<file path="config.mk">
export PLATFORM = sky130hd
export DESIGN_NAME = wake_vote_sleep_debounce_ctrl_core
export DESIGN_NICKNAME = d
export VERILOG_FILES = /design/src/rtl/wvsd_pkg.sv /design/src/rtl/wake_vote_sleep_debounce_ctrl_core.sv /design/src/rtl/wvsd_csr.sv /design/src/rtl/wvsd_in_reg.sv /design/src/rtl/wvsd_engine.sv /design/src/rtl/wvsd_out_reg.sv
export VERILOG_INCLUDE_DIRS = /design/src /design/src/rtl
export SDC_FILE = /design/constraint.sdc
export NUM_CORES = 1
export LEC_CHECK = 0
export BUFFER_PORTS_ARGS = -buffer_cell sky130_fd_sc_hd__buf_2
export CORE_UTILIZATION = 31
export DETAILED_ROUTE_END_ITERATION = 6
export HOLD_SLACK_MARGIN = 0.12
export PLACE_DENSITY_LB_ADDON = 0.15
export SETUP_SLACK_MARGIN = 0.3
export SLEW_MARGIN = 0
export SYNTH_ARGS = -nofsm -noshare
export SYNTH_HDL_FRONTEND = slang
export SYNTH_SLANG_ARGS = --single-unit
</file>
<file path="constraint.sdc">
create_clock -name clock -period 2.7 [get_ports clock]
set_input_delay 0.27 -clock clock [delete_from_list [all_inputs] [get_ports clock]]
set_output_delay 0.27 -clock clock [all_outputs]
set_load 0.02 [all_outputs]
</file>
<file path="src/rtl/wake_vote_sleep_debounce_ctrl_core_macros.svh">
`ifndef WAKE_VOTE_SLEEP_DEBOUNCE_CTRL_CORE_MACROS_SVH
`define WAKE_VOTE_SLEEP_DEBOUNCE_CTRL_CORE_MACROS_SVH

// Same-cycle implication, checked on every rising edge outside reset.
`define WVSD_ASSERT_NOW(label, clk, rst, ante, cons) \
   label: assert property (@(posedge clk) disable iff (rst) (ante) |-> (cons)) \
      else $error("wvsd check failed");

// Next-cycle implication, checked on every rising edge outside reset.
`define WVSD_ASSERT_NEXT(label, clk, rst, ante, cons) \
   label: assert property (@(posedge clk) disable iff (rst) (ante) |=> (cons)) \
      else $error("wvsd check failed");

`endif

</file>
<file path="src/rtl/wvsd_pkg.sv">
`default_nettype none
package wvsd_pkg;

   localparam int NUM_USERS   = 8;
   localparam int DELAY_WIDTH = 16;

   localparam int FUNC_W      = 3;
   localparam int USER_W      = 3;
   localparam int MASK_W      = 8;
   localparam int CNT_W       = 32;
   localparam int CFG_DELAY_W = 16;
   localparam int CSR_IDX_W   = 1;
   localparam int CSR_DATA_W  = 16;
   localparam int REQ_TDATA_W = 8;
   localparam int RSP_TDATA_W = 16;

   localparam logic [CFG_DELAY_W-1:0] DEFAULT_DELAY = CFG_DELAY_W'(30);
   localparam longint unsigned DELAY_MAX = (64'd1 << DELAY_WIDTH) - 64'd1;

   typedef enum logic [FUNC_W-1:0] {
      FUNC_INIT    = 3'd0,
      FUNC_CLEAR   = 3'd1,
      FUNC_JOIN    = 3'd2,
      FUNC_RELEASE = 3'd3,
      FUNC_SETCHK  = 3'd4,
      FUNC_TICK    = 3'd5,
      FUNC_DEINIT  = 3'd6
   } func_type;

   typedef enum logic [CSR_IDX_W-1:0] {
      CSR_SLEEP_DELAY = 1'd0,
      CSR_TIMER_EN    = 1'd1
   } csr_idx_type;

   typedef struct packed {
      logic [CFG_DELAY_W-1:0] sleep_delay_ticks;
      logic                   delay_timer_enable;
   } cfg_type;

   typedef struct packed {
      logic [FUNC_W-1:0] func;
      logic [USER_W-1:0] user;
      logic              hw_clear_ok;
   } req_type;

   typedef struct packed {
      logic              ok;
      logic              notify_set;
      logic              hw_clear_cmd;
      logic              hw_set_cmd;
      logic              asleep;
      logic [MASK_W-1:0] holder_mask;
      logic              wake_failed;
   } rsp_type;

   // One-hot bit of a user; an index at or above NUM_USERS has no bit.
   function automatic logic [NUM_USERS-1:0] user_bit(input logic [USER_W-1:0] u);
      logic [NUM_USERS-1:0] res;
      res = '0;
      for (int i = 0; i < NUM_USERS; i++) begin
         res[i] = (32'(u) == 32'(i));
      end
      return res;
   endfunction

   function automatic logic [DELAY_WIDTH-1:0] sat_delay(input logic [CFG_DELAY_W-1:0] d);
      logic [DELAY_WIDTH-1:0] res;
      if (64'(d) > DELAY_MAX) begin
         res = '1;
      end else begin
         res = DELAY_WIDTH'(d);
      end
      return res;
   endfunction

endpackage
`default_nettype wire

</file>
<file path="src/rtl/wake_vote_sleep_debounce_ctrl_core.sv">
// A request passes through the input register and then the result register before its result appears on rsp_.
// Throughput: one request per cycle while rsp_tready holds; the input register and the result register
// each take a new item whenever the stage after them drains in the same cycle.
// Reset (synchronous, active high) empties both registers, clears all vote state
// and loads the configuration defaults: 30 debounce ticks, countdown enabled.
`default_nettype none
`include "wake_vote_sleep_debounce_ctrl_core_macros.svh"
module wake_vote_sleep_debounce_ctrl_core (
   input  wire logic                            clock,
   input  wire logic                            reset,
   input  wire logic                            req_tvalid,
   output logic                                 req_tready,
   // [2:0] user, [3] hw_clear_ok, [7:4] zero
   input  wire logic [wvsd_pkg::REQ_TDATA_W-1:0] req_tdata,
   // [2:0] func
   input  wire logic [wvsd_pkg::FUNC_W-1:0]      req_tuser,
   output logic                                 rsp_tvalid,
   input  wire logic                            rsp_tready,
   // [0] ok, [1] notify_set, [2] hw_clear_cmd, [3] hw_set_cmd, [4] asleep,
   // [12:5] holder_mask, [13] wake_failed, [15:14] zero
   output logic [wvsd_pkg::RSP_TDATA_W-1:0]      rsp_tdata,
   input  wire logic                            csr_we,
   input  wire logic [wvsd_pkg::CSR_IDX_W-1:0]   csr_index,
   input  wire logic [wvsd_pkg::CSR_DATA_W-1:0]  csr_wdata
);
   import wvsd_pkg::*;

   cfg_type cfg;
   req_type req_item;
   req_type held_item;
   rsp_type result;
   rsp_type out_held;
   logic    req_accept;
   logic    advance;
   logic    held_valid;
   logic    out_space;

   assign req_accept           = req_tvalid && req_tready;
   assign req_item.func        = req_tuser;
   assign req_item.user        = req_tdata[USER_W-1:0];
   assign req_item.hw_clear_ok = req_tdata[USER_W];

   wvsd_csr u_csr (
      .clock     (clock),
      .reset     (reset),
      .csr_we    (csr_we),
      .csr_index (csr_index),
      .csr_wdata (csr_wdata),
      .cfg       (cfg)
   );

   wvsd_in_reg u_in_reg (
      .clock      (clock),
      .reset      (reset),
      .req_accept (req_accept),
      .req_item   (req_item),
      .down_ready (out_space),
      .in_ready   (req_tready),
      .advance    (advance),
      .held_valid (held_valid),
      .held_item  (held_item)
   );

   wvsd_engine u_engine (
      .clock   (clock),
      .reset   (reset),
      .cfg     (cfg),
      .step_en (advance),
      .item    (held_item),
      .result  (result)
   );

   wvsd_out_reg u_out_reg (
      .clock      (clock),
      .reset      (reset),
      .load       (advance),
      .result     (result),
      .space      (out_space),
      .rsp_tvalid (rsp_tvalid),
      .rsp_tready (rsp_tready),
      .rsp_tdata  (rsp_tdata),
      .held       (out_held)
   );

   // A sleep command always leaves the core asleep.
   `WVSD_ASSERT_NOW(a_set_means_asleep, clock, reset, rsp_tvalid && out_held.hw_set_cmd, out_held.asleep)
   // A successful wake always leaves the core awake.
   `WVSD_ASSERT_NOW(a_wake_means_awake, clock, reset, rsp_tvalid && out_held.hw_clear_cmd && out_held.ok, !out_held.asleep)
   // A request that cannot move on stays in the input register.
   `WVSD_ASSERT_NEXT(a_stalled_item_kept, clock, reset, held_valid && !advance, held_valid)

endmodule
`default_nettype wire

</file>
<file path="src/rtl/wvsd_csr.sv">
`default_nettype none
module wvsd_csr (
   input  wire logic                           clock,
   input  wire logic                           reset,
   input  wire logic                           csr_we,
   input  wire logic [wvsd_pkg::CSR_IDX_W-1:0]  csr_index,
   input  wire logic [wvsd_pkg::CSR_DATA_W-1:0] csr_wdata,
   output wvsd_pkg::cfg_type                    cfg
);
   import wvsd_pkg::*;

   logic [CFG_DELAY_W-1:0] delay_ff, delay_in;
   logic                   timer_en_ff, timer_en_in;

   always_comb begin
      delay_in    = delay_ff;
      timer_en_in = timer_en_ff;
      if (csr_we) begin
         unique case (csr_idx_type'(csr_index))
            CSR_SLEEP_DELAY: delay_in    = CFG_DELAY_W'(csr_wdata);
            CSR_TIMER_EN:    timer_en_in = csr_wdata[0];
            default: ;
         endcase
      end
   end

   always_ff @(posedge clock) begin
      if (reset) begin
         delay_ff    <= DEFAULT_DELAY;
         timer_en_ff <= 1'b1;
      end else begin
         delay_ff    <= delay_in;
         timer_en_ff <= timer_en_in;
      end
   end

   assign cfg.sleep_delay_ticks  = delay_ff;
   assign cfg.delay_timer_enable = timer_en_ff;

endmodule
`default_nettype wire

</file>
<file path="src/rtl/wvsd_in_reg.sv">
`default_nettype none
module wvsd_in_reg (
   input  wire logic              clock,
   input  wire logic              reset,
   input  wire logic              req_accept,
   input  wire wvsd_pkg::req_type req_item,
   input  wire logic              down_ready,
   output logic                   in_ready,
   output logic                   advance,
   output logic                   held_valid,
   output wvsd_pkg::req_type      held_item
);
   import wvsd_pkg::*;

   logic    valid_ff, valid_in;
   req_type item_ff,  item_in;

   assign advance  = valid_ff && down_ready;
   assign in_ready = !valid_ff || down_ready;

   always_comb begin
      valid_in = valid_ff;
      item_in  = item_ff;
      if (req_accept) begin
         valid_in = 1'b1;
         item_in  = req_item;
      end else if (advance) begin
         valid_in = 1'b0;
      end
   end

   always_ff @(posedge clock) begin
      if (reset) begin
         valid_ff <= 1'b0;
      end else begin
         valid_ff <= valid_in;
      end
      item_ff <= item_in;
   end

   assign held_valid = valid_ff;
   assign held_item  = item_ff;

endmodule
`default_nettype wire

</file>
<file path="src/rtl/wvsd_engine.sv">
`default_nettype none
module wvsd_engine (
   input  wire logic              clock,
   input  wire logic              reset,
   input  wire wvsd_pkg::cfg_type cfg,
   input  wire logic              step_en,
   input  wire wvsd_pkg::req_type item,
   output wvsd_pkg::rsp_type      result
);
   import wvsd_pkg::*;

   logic                   active_ff,   active_in;
   logic                   fw_owned_ff, fw_owned_in;
   logic                   notified_ff, notified_in;
   logic                   fail_ff,     fail_in;
   logic [NUM_USERS-1:0]   holders_ff,  holders_in;
   logic [CNT_W-1:0]       cc_ff,       cc_in;
   logic [CNT_W-1:0]       ccn_ff,      ccn_in;
   logic [DELAY_WIDTH-1:0] cd_ff,       cd_in;
   logic                   run_ff,      run_in;

   always_comb begin
      logic [NUM_USERS-1:0] ubit;
      logic [NUM_USERS-1:0] left;
      logic                 wake_needed;
      logic                 good;
      logic                 arrange;
      logic                 now;
      logic                 ok, ntf, clr_cmd, set_cmd;

      ubit        = user_bit(item.user);
      left        = holders_ff & ~ubit;
      wake_needed = 1'b0;
      good        = 1'b1;
      arrange     = 1'b0;
      ok          = 1'b0;
      ntf         = 1'b0;
      clr_cmd     = 1'b0;
      set_cmd     = 1'b0;
      now         = !cfg.delay_timer_enable || (cfg.sleep_delay_ticks == '0);

      active_in   = active_ff;
      fw_owned_in = fw_owned_ff;
      notified_in = notified_ff;
      fail_in     = fail_ff;
      holders_in  = holders_ff;
      cc_in       = cc_ff;
      ccn_in      = ccn_ff;
      cd_in       = cd_ff;
      run_in      = run_ff;

      unique case (func_type'(item.func))
         FUNC_INIT: begin
            active_in   = 1'b1;
            notified_in = 1'b0;
            fw_owned_in = 1'b0;
            fail_in     = 1'b0;
            holders_in  = ubit;
            cc_in       = CNT_W'(1);
            ccn_in      = CNT_W'(1);
         end
         FUNC_CLEAR: begin
            if (active_ff) begin
               // A wake is only needed when nobody holds the core and it sleeps.
               if (fail_ff) begin
                  good = 1'b0;
               end else if ((holders_ff == '0) && fw_owned_ff) begin
                  wake_needed = 1'b1;
                  clr_cmd     = 1'b1;
                  good        = item.hw_clear_ok;
               end
               if (!wake_needed || good) begin
                  cc_in      = cc_ff + CNT_W'(1);
                  holders_in = holders_ff | ubit;
               end
               if (wake_needed && good) begin
                  fw_owned_in = 1'b0;
               end
               if (wake_needed && !good) begin
                  fail_in = 1'b1;
               end
               ok = good;
            end
         end
         FUNC_JOIN: begin
            if (active_ff && !fw_owned_ff) begin
               holders_in = holders_ff | ubit;
               cc_in      = cc_ff + CNT_W'(1);
               ok         = 1'b1;
            end
         end
         FUNC_RELEASE: begin
            if (active_ff) begin
               holders_in = left;
               if (!notified_ff && (left == '0)) begin
                  ccn_in      = cc_ff;
                  notified_in = 1'b1;
                  ok          = 1'b1;
                  arrange     = 1'b1;
               end
            end
         end
         FUNC_SETCHK: begin
            if (active_ff) begin
               // A clear or join since the notification re-arms it instead of sleeping.
               if ((cc_ff != ccn_ff) && notified_ff && (holders_ff == '0)) begin
                  ccn_in  = cc_ff;
                  arrange = 1'b1;
               end else begin
                  if (!fw_owned_ff && (holders_ff == '0)) begin
                     fw_owned_in = 1'b1;
                     set_cmd     = 1'b1;
                  end
                  notified_in = 1'b0;
               end
            end
         end
         FUNC_TICK: begin
            if (run_ff) begin
               if (cd_ff <= DELAY_WIDTH'(1)) begin
                  cd_in  = '0;
                  run_in = 1'b0;
                  ntf    = 1'b1;
               end else begin
                  cd_in = cd_ff - DELAY_WIDTH'(1);
               end
            end
         end
         FUNC_DEINIT: begin
            if (cfg.delay_timer_enable) begin
               cd_in  = '0;
               run_in = 1'b0;
            end
            active_in = 1'b0;
         end
         default: ;
      endcase

      if (arrange) begin
         if (now) begin
            ntf = 1'b1;
         end else begin
            cd_in  = sat_delay(cfg.sleep_delay_ticks);
            run_in = 1'b1;
         end
      end

      result.ok           = ok;
      result.notify_set   = ntf;
      result.hw_clear_cmd = clr_cmd;
      result.hw_set_cmd   = set_cmd;
      result.asleep       = fw_owned_in;
      result.holder_mask  = MASK_W'(holders_in);
      result.wake_failed  = fail_in;
   end

   always_ff @(posedge clock) begin
      if (reset) begin
         active_ff   <= 1'b0;
         fw_owned_ff <= 1'b0;
         notified_ff <= 1'b0;
         fail_ff     <= 1'b0;
         holders_ff  <= '0;
         cc_ff       <= '0;
         ccn_ff      <= '0;
         cd_ff       <= '0;
         run_ff      <= 1'b0;
      end else if (step_en) begin
         active_ff   <= active_in;
         fw_owned_ff <= fw_owned_in;
         notified_ff <= notified_in;
         fail_ff     <= fail_in;
         holders_ff  <= holders_in;
         cc_ff       <= cc_in;
         ccn_ff      <= ccn_in;
         cd_ff       <= cd_in;
         run_ff      <= run_in;
      end
   end

endmodule
`default_nettype wire

</file>
<file path="src/rtl/wvsd_out_reg.sv">
`default_nettype none
module wvsd_out_reg (
   input  wire logic                              clock,
   input  wire logic                              reset,
   input  wire logic                              load,
   input  wire wvsd_pkg::rsp_type                 result,
   output logic                                   space,
   output logic                                   rsp_tvalid,
   input  wire logic                              rsp_tready,
   output logic [wvsd_pkg::RSP_TDATA_W-1:0]       rsp_tdata,
   output wvsd_pkg::rsp_type                      held
);
   import wvsd_pkg::*;

   logic    valid_ff, valid_in;
   rsp_type data_ff,  data_in;

   assign space = !valid_ff || rsp_tready;

   always_comb begin
      valid_in = valid_ff;
      data_in  = data_ff;
      if (load) begin
         valid_in = 1'b1;
         data_in  = result;
      end else if (rsp_tready) begin
         valid_in = 1'b0;
      end
   end

   always_ff @(posedge clock) begin
      if (reset) begin
         valid_ff <= 1'b0;
      end else begin
         valid_ff <= valid_in;
      end
      data_ff <= data_in;
   end

   assign rsp_tvalid = valid_ff;
   assign rsp_tdata  = RSP_TDATA_W'({data_ff.wake_failed, data_ff.holder_mask,
                                     data_ff.asleep, data_ff.hw_set_cmd,
                                     data_ff.hw_clear_cmd, data_ff.notify_set,
                                     data_ff.ok});
   assign held       = data_ff;

endmodule
`default_nettype wire
</file>
==> results by group, run 1 <==
Floorplan
  – CORE AREA: 21,300 um^2
  – Die ar.: 22,600 um^2
  – Die Y: 150 um
  – Die X: 150 um
  – Row Count: 53
  – Boundary Pins: 51
  – Initial Util: 0.320

Place
  – Hpwl dp: 12.2 mm
  – Placed Cells: 1,069
  – RePlAce Congestion: 0.837
  – Port bufs: 44

Cells and area
  – Filler cells: 2,134
  – Fin cells: 1,144
  – Most common cell after layout, fill and taps aside: dfxtp_1
  – Most frequent cells in the layout: 112 x dfxtp_1, 81 x nand2_1, 64 x nor2_1, 59 x a21oi_1, 45 x xor2_1
  – Area grow syn2layout: 24.8%
  – Layout cells sized above 1: 0.185
  – Final #Nets: 892
  – Antenna diode count: 0

CTS
  – Inserted Clock Buffers: 17
  – Clock sink count: 133
  – H-Tree Depth: 4
  – Root Buffer Master: clkbuf_16
  – Worst-case clock buffer depth: 2
  – Worst-Skew Late Latency: 0.42 ns
  – Clock Pin Slew Worst Setup and Hold Paths: 0.06 ns
  – CTS tree: built

Worst setup path
  – Critical Path RT: 3.02 ns
  – Reg2Reg Setup Slack: 0.15 ns
  – Crit-path max FO: 14
  – Reg-to-reg startpoint: u_in_reg.held_item[1]
  – CP cell instances: buf_4, nor3_2, a22oi_1, o31a_2, or4_4, a21oi_4, buf_12, nand4b_1, o311ai_0
  – Buf+Inv Stages, Crit Path: 2
  – Arrival @ worst endpoint: 2.87 ns
  – R2R Path End: u_engine.cd_ff[9]
  – CP endpoint kind: flip-flop
  – Max stage delay cell, worst path: edfxtp_1
  – Setup Crit Path Kind: flip-flop to flip-flop
  – Critical path's top delay family: simple AND/OR/NAND/NOR gates
  – Critical Path Source Type: flip-flop
  – Worst-case reg-to-reg path depth: 9
  – Largest stage delay on the critical path: 0.53 ns

Routing
  – Initial DRC Count: 456
  – Drt pass-1 iters: 7
  – Routed wire length per instance: 16.4 um
  – DR vias: 6,126
  – Vias/cell: 5.35
  – DRC viols: 0
  – Drt total wl: 18.8 mm
  – Antenna Nets Post-Route: 0

STA
  – Tcrit/Tclk final: 0.944
  – Setup violators final: 0
  – Fmax: 392 MHz
  – Worst slew pin tran: 0.904 ns
  – RSZ-0062 raised after global routing: yes
  – Final hold vios: 0
  – Slew Viols, Final: 0
  – Fin crit period: 2.55 ns
  – Worst Skew: 0.00833 ns
  – Max_slew headroom: 0.396
  – Setup_tns: 0 ns

Power
  – Cell Pwr Density: 557 nW/um^2
  – LEAKAGE: 0.00321 uW
  – IR drop worst, VDD: 383 uV

Synthesis
  – Syn. warnings: 0
  – Seq cells post-synth: 133
  – EDFF count, synth: 21
  – Register area share after synthesis: 0.421
  – Netlist cell types: 73
  – Mapped Area: 6820 um^2
  – Most common flop cell mapped by yosys: dfxtp_1
  – Async set-reset flop share out of synthesis: 0
  – Syn_area_per_cell: 8.79 um^2
  – Mapped Cells: 776

Flow run
  – Max_cap viols: 0

Hold path
  – Hold WC Path Type: primary input to flip-flop
  – Worst min-delay path endpoint: u_out_reg.rsp_tvalid
  – WHS Path Cells: 4
  – Hold Crit Start: rsp_tready

Global routing
  – Total gr overflow: 0
  – GRT Util Overall: 0.175
  – Vias in the first global route: 6,080
  – Initial antenna violation count: 0
  – Largest net degree at the start of global routing: 50
  – First-pass GRT wire length: 30.8 mm

Run status
  – Outcome: finished, final reports clean
## kinds of logic (layout without fill, tap and decap cells)
kind of cell,count (synthesis),count (layout),synth area share
AO/OA/AOI/OAI,190,190,0.199
XOR/XNOR,55,55,0.0706
adder cells (fa/ha/maj),3,3,0.00550
buffers and inverters,72,164,0.0510
flip-flops,133,133,0.421
other,1,2,0.000550
AND/OR/NAND/NOR,322,322,0.252
## worst min-delay path: cells and delay by family
| family | cells | cell delay (ns) |
|---|---|---|
| buffers and inverters | 1 | 0.07 |
| and+or+nand+nor | 3 | 0.18 |
## cell usage after synthesis, drive strengths merged, types with 3 or more instances
cell | instances | area [um^2]
nand3b | 20 | 150
nor3b | 6 | 67.6
nand3 | 23 | 115
a21boi | 3 | 22.5
nor2b | 7 | 43.8
o31a | 3 | 28.8
o21ai | 20 | 100
inv | 15 | 56.3
o2111ai | 3 | 38.8
clkbuf | 31 | 124
a31o | 5 | 43.8
ha | 3 | 37.5
nand2b | 9 | 56.3
nor2 | 65 | 244
nand4 | 12 | 75.1
a31oi | 5 | 31.3
o311ai | 13 | 114
o31ai | 6 | 45.0
a2bb2oi | 7 | 61.3
xnor2 | 10 | 87.6
edfxtp | 21 | 631
xor2 | 45 | 394
a21oi | 62 | 322
and4 | 3 | 26.3
nor4 | 18 | 113
buf | 25 | 164
nand2 | 81 | 304
a22o | 31 | 272
and3 | 9 | 57.6
and2 | 7 | 43.8
a21o | 3 | 22.5
or3 | 13 | 81.3
a211oi | 9 | 77.6
nor3 | 27 | 140
dfxtp | 112 | 2240
nand4b | 14 | 123
## routing by layer
| layer | vias up | GRT usage | share of wire | routed length [um] |
|---|---|---|---|---|
| li1 | 2998 | - | - | - |
| met1 | 2992 | 0.218 | 0.47 | 8740 |
| met2 | 115 | 0.300 | 0.49 | 9150 |
| met3 | 21 | 0.0315 | 0.032 | 595 |
| met4 | 0 | 0.0662 | 0.016 | 295 |
| met5 | - | 0 | 0 | 0 |
## power by group
part	internal, uW	switching, uW	leakage [uW]
Combinational	161	240	0.00183
Clock	1290	967	0.000270
Sequential	2050	36.5	0.00111
Total	3500	1240	0.00321
## how the worst max path moves through the flow
stage | end | from | cells after the start | slack (ns)
4_1_cts | u_engine.cd_ff[9] | u_in_reg.held_item[1] | 8 | 0.21
3_5_place_dp | u_engine.ccn_ff[14] | u_in_reg.held_item[3] | 8 | 0.09
5_1_grt | u_engine.ccn_ff[23] | u_in_reg.held_item[1] | 9 | 0.1
6_report | u_engine.cd_ff[9] | u_in_reg.held_item[1] | 9 | 0.15
3_3_place_gp | u_engine.ccn_ff[9] | u_in_reg.held_item[3] | 8 | 0.11
2_1_floorplan | u_engine.cd_ff[11] | u_in_reg.held_item[3] | 9 | 0.43
## final cells by class
cell class	instances	area, um^2	share of cell area
Clock inverter	15	144	0.0169
Timing Repair Buffer	116	930	0.109
Sequential cell	133	2870	0.337
Multi-Input combinational cell	572	3740	0.439
Tap cell	275	344	0.0404
Inverter	16	60.1	0.00705
Clock buffer	17	425	0.0500
## state kept, by name, summed over array words and instances (netlist names), 7 cells and up
signal,flops
u_engine.cc_ff,32
u_engine.ccn_ff,32
u_csr.delay_ff,16
u_engine.cd_ff,16
u_out_reg.held,14
u_engine.holders_ff,8
u_in_reg.held_item,7
## through the flow
| step | setup slack [ns] | util | hold WS, ns | area [um^2] | power [uW] |
|---|---|---|---|---|---|
| final | 0.150 | 0.400 | 0.146 | 8510 | 4750 |
| after global placement | 0.112 | 0.347 | 0.449 | 7380 | 2470 |
| after floorplan | 0.428 | - | 0.369 | 6820 | 2360 |
| after global routing | 0.0958 | 0.400 | 0.144 | 8510 | 4930 |
| after CTS | 0.208 | 0.397 | 0.127 | 8450 | 4780 |
| after detailed placement | 0.0895 | 0.347 | 0.450 | 7380 | 2470 |
## repair_timing
action / in CTS / in global routing
cloned: 2 / 0
buffers inserted: 15 / 3
setup endpoints to repair: 51 / 84
pin swaps: 5 / 5
resized for setup: 18 / 6
endpoints found under the hold margin: 24 / 0
hold buffers: 23 / 0
Power figures use the tool's default switching activity.
==> run 2, diff against run 1 <==
Settings changed: CTS_BUF_LIST set to sky130_fd_sc_hd__clkbuf_2 sky130_fd_sc_hd__clkbuf_4 sky130_fd_sc_hd__clkbuf_8, PLACE_DENSITY set to 0.56, PLACE_DENSITY_LB_ADDON 0.15 to unset, SLEW_MARGIN 0 to 20.
==> results by group, run 2 (synthesized netlist as in run 1, its figures left out) <==
CTS
  – Inserted Clock Buffers: 17 (unchanged)
  – Clock Pin Slew Worst Setup and Hold Paths: 0.08 ns (was 0.06 ns)
  – Root Buffer Master: clkbuf_8 (was clkbuf_16)
  – Clock sink count: 133 (unchanged)
  – H-Tree Depth: 4 (unchanged)
  – Worst-Skew Late Latency: 0.44 ns (was 0.42 ns)
  – Worst-case clock buffer depth: 2 (unchanged)
  – CTS tree: built (unchanged)

Floorplan
  – Row Count: 53 (unchanged)
  – Die Y: 150 um (unchanged)
  – Initial Util: 0.320 (unchanged)
  – CORE AREA: 21,300 um^2 (unchanged)
  – Die X: 150 um (unchanged)
  – Die ar.: 22,600 um^2 (unchanged)
  – Boundary Pins: 51 (unchanged)

Hold path
  – Hold Crit Start: rsp_tready (unchanged)
  – Worst min-delay path endpoint: u_in_reg.held_valid (was u_out_reg.rsp_tvalid)
  – WHS Path Cells: 4 (unchanged)
  – Hold WC Path Type: primary input to flip-flop (unchanged)

Global routing
  – Initial antenna violation count: 0 (unchanged)
  – GRT Util Overall: 0.163 (was 0.175)
  – Vias in the first global route: 5,659 (was 6,080)
  – Largest net degree at the start of global routing: 34 (was 50)
  – Total gr overflow: 0 (unchanged)
  – First-pass GRT wire length: 28.9 mm (was 30.8 mm)

STA
  – Slew Viols, Final: 0 (unchanged)
  – Tcrit/Tclk final: 0.953 (was 0.944)
  – Fin crit period: 2.57 ns (was 2.55 ns)
  – Final hold vios: 0 (unchanged)
  – Fmax: 389 MHz (was 392 MHz)
  – Worst slew pin tran: 0.907 ns (was 0.904 ns)
  – Max_slew headroom: 0.394 (was 0.396)
  – Setup violators final: 0 (unchanged)
  – RSZ-0062 raised after global routing: yes (unchanged)
  – Worst Skew: 0.0151 ns (was 0.00833 ns)
  – Setup_tns: 0 ns (unchanged)

Cells and area
  – Final #Nets: 901 (was 892)
  – Final core utilization: 0.398 (was 0.400)
  – Antenna diode count: 0 (unchanged)
  – Filler cells: 2,105 (was 2,134)
  – Design Area, Final: 8460 um^2 (was 8510 um^2)
  – Most common cell after layout, fill and taps aside: dfxtp_1 (unchanged)
  – Biggest registers after layout: u_engine.cc_ff (32), u_engine.ccn_ff (32) (unchanged)
  – Area grow syn2layout: 24.1% (was 24.8%)
  – Layout cells sized above 1: 0.191 (was 0.185)
  – Most frequent cells in the layout: 110 x dfxtp_1, 81 x nand2_1, 65 x nor2_1, 57 x a21oi_1, 45 x xor2_1 (was 112 x dfxtp_1, 81 x nand2_1, 64 x nor2_1, 59 x a21oi_1, 45 x xor2_1)

Worst setup path
  – Arrival @ worst endpoint: 2.90 ns (was 2.87 ns)
  – R2R Path End: u_engine.cd_ff[12] (was u_engine.cd_ff[9])
  – Setup Crit Path Kind: flip-flop to flip-flop (unchanged)
  – Critical Path Source Type: flip-flop (unchanged)
  – Reg-to-reg startpoint: u_in_reg.held_item[3] (was u_in_reg.held_item[1])
  – Crit-path max FO: 28 (was 14)
  – Reg2Reg Setup Slack: 0.13 ns (was 0.15 ns)
  – CP endpoint kind: flip-flop (unchanged)
  – Worst-case reg-to-reg path depth: 9 (unchanged)
  – Critical Path RT: 3.03 ns (was 3.02 ns)

Place
  – Hpwl dp: 11.5 mm (was 12.2 mm)
  – Port bufs: 44 (unchanged)
  – DP Area: 7400 um^2 (was 7380 um^2)
  – RePlAce Congestion: 0.812 (was 0.837)

Flow run
  – Max_cap viols: 0 (unchanged)

Power
  – Cell Pwr Density: 503 nW/um^2 (was 557 nW/um^2)
  – IR drop worst, VDD: 241 uV (was 383 uV)
  – LEAKAGE: 0.00318 uW (was 0.00321 uW)

Routing
  – Initial DRC Count: 451 (was 456)
  – DRC viols: 0 (unchanged)
  – Routed wire length per instance: 15.6 um (was 16.4 um)
  – Vias/cell: 5.25 (was 5.35)
  – Drt total wl: 18.0 mm (was 18.8 mm)
  – Drt pass-1 iters: 5 (was 7)
  – DR vias: 6,054 (was 6,126)
  – Antenna Nets Post-Route: 0 (unchanged)

Run status
  – Outcome: finished, final reports clean (unchanged)
[run 2: critical path, cell delays in order, from the launching register on]
cell	delay, ns
edfxtp_1	0.49
buf_6	0.18
nor3b_4	0.24
nor2b_2	0.07
o31a_2	0.34
or4_4	0.50
a21oi_4	0.16
buf_12	0.18
nand4b_1	0.14
o311ai_0	0.13
[run 2: repair_timing]
action                                  4_1_cts  5_1_grt
hold buffers                                 27        0
cloned                                        2        3
hold endpoints to repair                     26        0
setup buffers                                11        5
pin swaps                                     1       28
gates resized for setup                      11       17
endpoints found under the setup margin       49       57
[run 2: metrics by stage]
step | setup WS [ns] | hold slack [ns] | power (uW) | instances
global route | -0.00102 | 0.203 | 4440 | 1153
finish | 0.126 | 0.202 | 4260 | 1153
detailed placement | 0.0871 | 0.449 | 2470 | 1073
floorplan | 0.428 | 0.369 | 2360 | 777
global placement | 0.106 | 0.451 | 2470 | 1073
CTS | 0.129 | 0.168 | 4290 | 1145
[run 2: cell type report]
class,count,area [um^2],share of cell area
multi-input combinational,572,3730,0.441
tap,275,344,0.0407
clock buffer,17,234,0.0276
sequential,133,2880,0.340
clock inverter,15,178,0.0210
timing repair buffer,125,1040,0.123
inverter,16,60.1,0.00710
[run 2: routing by layer]
metal,vias to the layer above,share of wire,GRT usage
li1,3024,-,-
met1,2869,0.47,0.214
met3,17,0.042,0.0297
met5,-,0,0
met2,144,0.48,0.270
met4,0,0.011,0.0500
[run 2: report_power, final]
group          internal, uW  switching [uW]
logic                   171             242
registers              2050            35.9
clock network           918             838
[run 2: how the worst max path moves through the flow]
stage,start,end,cells past startpoint
global placement,u_in_reg.held_item[3],u_engine.ccn_ff[16],8
floorplan,u_in_reg.held_item[3],u_engine.cd_ff[11],9
CTS,u_in_reg.held_item[3],u_engine.cd_ff[12],9
detailed placement,u_in_reg.held_item[3],u_engine.ccn_ff[30],8
finish,u_in_reg.held_item[3],u_engine.cd_ff[12],9
global route,u_in_reg.held_item[3],u_engine.cd_ff[12],9
==> run 3, diff against run 2 <==
Clock period 2.7 ns to 2.65 ns, I/O delays scaled along.
==> results by group, run 3 (synthesized netlist as in run 1, its figures left out) <==
Worst setup path
  – CP cell instances: buf_6, nor3b_4, nor2b_1, o31a_2, or4_4, a21oi_4, buf_12, nand4b_1, o311ai_1 (was buf_6, nor3b_4, nor2b_2, o31a_2, or4_4, a21oi_4, buf_12, nand4b_1, o311ai_0)
  – Arrival @ worst endpoint: 2.89 ns (was 2.90 ns)
  – Critical Path Source Type: flip-flop (unchanged)
  – Critical Path RT: 3.01 ns (was 3.03 ns)
  – Worst-case reg-to-reg path depth: 9 (unchanged)
  – Reg-to-reg startpoint: u_in_reg.held_item[3] (unchanged)
  – Crit-path max FO: 16 (was 28)
  – R2R Path End: u_engine.cd_ff[12] (unchanged)
  – CP endpoint kind: flip-flop (unchanged)
  – Max stage delay cell, worst path: edfxtp_1 (was or4_4)
  – Setup Crit Path Kind: flip-flop to flip-flop (unchanged)
  – Critical path's top delay family: simple AND/OR/NAND/NOR gates (unchanged)
  – Largest stage delay on the critical path: 0.50 ns (about the same)
  – Reg2Reg Setup Slack: 0.11 ns (was 0.13 ns)
  – Buf+Inv Stages, Crit Path: 2 (unchanged)

Hold path
  – WHS Path Cells: 2 (was 4)
  – Hold WC Path Type: primary input to flip-flop (unchanged)
  – Hold Crit Start: reset (was rsp_tready)
  – Worst min-delay path endpoint: u_engine.cc_ff[1] (was u_in_reg.held_valid)

Place
  – DP Area: 7450 um^2 (was 7400 um^2)
  – Hpwl dp: 11.6 mm (was 11.5 mm)
  – Port bufs: 44 (unchanged)
  – RePlAce Congestion: 0.846 (was 0.812)
  – Placed Cells: 1,079 (was 1,073)

STA
  – Worst hold margin: 0.202 ns (about the same)
  – Slew Viols, Final: 0 (unchanged)
  – Worst Skew: 0.0126 ns (was 0.0151 ns)
  – Final hold vios: 0 (unchanged)
  – Setup violators final: 0 (unchanged)
  – Tcrit/Tclk final: 0.957 (was 0.953)
  – Max_slew headroom: 0.390 (was 0.394)
  – Fin crit period: 2.54 ns (was 2.57 ns)
  – Fmax: 394 MHz (was 389 MHz)
  – RSZ-0062 raised after global routing: yes (unchanged)
  – Worst slew pin tran: 0.912 ns (was 0.907 ns)

Run status
  – Outcome: finished, final reports clean (unchanged)

Routing
  – Routed wire length per instance: 15.5 um (was 15.6 um)
  – Vias/cell: 5.27 (was 5.25)
  – Antenna Nets Post-Route: 0 (unchanged)
  – Drt total wl: 17.8 mm (was 18.0 mm)
  – DRC viols: 0 (unchanged)
  – Initial DRC Count: 445 (was 451)
  – DR vias: 6,051 (was 6,054)
  – Drt pass-1 iters: 5 (unchanged)

Cells and area
  – Area grow syn2layout: 22.4% (was 24.1%)
  – Design Area, Final: 8350 um^2 (was 8460 um^2)
  – Filler cells: 2,113 (was 2,105)
  – Biggest registers after layout: u_engine.cc_ff (32), u_engine.ccn_ff (32) (unchanged)
  – Layout cells sized above 1: 0.188 (was 0.191)
  – Area occupied by multi-input gates: 3730 um^2 (about the same)
  – Final core utilization: 0.392 (was 0.398)
  – Most frequent cells in the layout: 109 x dfxtp_1, 81 x nand2_1, 65 x nor2_1, 58 x a21oi_1, 45 x xor2_1 (was 110 x dfxtp_1, 81 x nand2_1, 65 x nor2_1, 57 x a21oi_1, 45 x xor2_1)
  – Final #Nets: 896 (was 901)
  – Fin cells: 1,148 (was 1,153)
  – Antenna diode count: 0 (unchanged)
  – Sequential standard cell area: 2880 um^2 (about the same)
  – Most common cell after layout, fill and taps aside: dfxtp_1 (unchanged)

Floorplan
  – Die X: 150 um (unchanged)
  – Row Count: 53 (unchanged)
  – CORE AREA: 21,300 um^2 (unchanged)
  – Die ar.: 22,600 um^2 (unchanged)
  – Initial Util: 0.320 (unchanged)
  – Boundary Pins: 51 (unchanged)
  – Die Y: 150 um (unchanged)

Global routing
  – First-pass GRT wire length: 29.0 mm (was 28.9 mm)
  – Largest net degree at the start of global routing: 49 (was 34)
  – GRT Util Overall: 0.164 (was 0.163)
  – Initial antenna violation count: 0 (unchanged)
  – Total gr overflow: 0 (unchanged)
  – Vias in the first global route: 5,628 (was 5,659)

Power
  – Cell Pwr Density: 513 nW/um^2 (was 503 nW/um^2)
  – IR drop worst, VDD: 298 uV (was 241 uV)
  – LEAKAGE: 0.00315 uW (was 0.00318 uW)

Flow run
  – Max_cap viols: 0 (unchanged)

CTS
  – Worst-case clock buffer depth: 2 (unchanged)
  – Root Buffer Master: clkbuf_8 (unchanged)
  – Clock Pin Slew Worst Setup and Hold Paths: 0.08 ns (about the same)
  – H-Tree Depth: 4 (unchanged)
  – Inserted Clock Buffers: 17 (unchanged)
  – Worst-Skew Late Latency: 0.45 ns (was 0.44 ns)
  – CTS tree: built (unchanged)
  – Clock sink count: 133 (unchanged)
run 3: changes by cell type in the layout (fill, tap and decap cells not counted), moves of 2 or more:
cell,change
buf_6,-4
buf_4,+3
buf_16,-2
clkbuf_16,-2
clkinv_2,+3
inv_6,-3
run 3: cell type report:
class,count,share of cell area
Multi-Input combinational cell,572,0.447
Sequential cell,133,0.344
Inverter,16,0.00719
Clock buffer,17,0.0280
Timing Repair Buffer,120,0.112
Clock inverter,15,0.0195
Tap cell,275,0.0412
run 3: metal layers:
metal  vias up  wire length, um  track usage  part of all wire
met5         -                0            0                 0
met4         0              224       0.0540             0.013
met3        19              558       0.0348             0.031
met2       107             8410        0.261              0.47
met1      2923             8580        0.219              0.48
li1       3002                -            -                 -
run 3: per-stage QoR:
stage                     setup slack, ns  total power (uW)  TNS, ns
after global placement             0.0961              2510        0
after detailed placement           0.0599              2520        0
after global routing              -0.0301              4470  -0.0569
final                               0.114              4290        0
after floorplan                     0.378              2400        0
after CTS                           0.121              4320        0
run 3: what timing repair did:
action                                  CTS  global route
cloned                                    1             0
pin swaps                                 8             8
endpoints found under the hold margin    26             0
resized for setup                         9            16
buffers inserted                          7             3
endpoints found under the setup margin   50            54
hold buffers                             26             0
run 3: power breakdown:
group	internal [uW]	total, uW	switching, uW
clock	917	1760	842
sequential	2090	2130	36.2
combinational	161	401	240
total	3170	4290	1120
run 3: worst register-to-register path, stage by stage (launching register included):
cell and delay [ns]:
edfxtp_1 0.50, buf_6 0.18, nor3b_4 0.20, nor2b_1 0.08, o31a_2 0.33, or4_4 0.50, a21oi_4 0.21, buf_12 0.16
nand4b_1 0.14, o311ai_1 0.12
run 3: worst max-delay path by stage:
| stage | from | endpoint | depth (start not counted) |
|---|---|---|---|
| floorplan | u_in_reg.held_item[3] | u_engine.cd_ff[11] | 9 |
| global placement | u_in_reg.held_item[3] | u_engine.ccn_ff[14] | 8 |
| CTS | u_in_reg.held_item[3] | u_engine.cd_ff[15] | 9 |
| detailed placement | u_in_reg.held_item[3] | u_engine.cd_ff[12] | 8 |
| global route | u_in_reg.held_item[3] | u_engine.cd_ff[12] | 9 |
| finish | u_in_reg.held_item[3] | u_engine.cd_ff[12] | 9 |
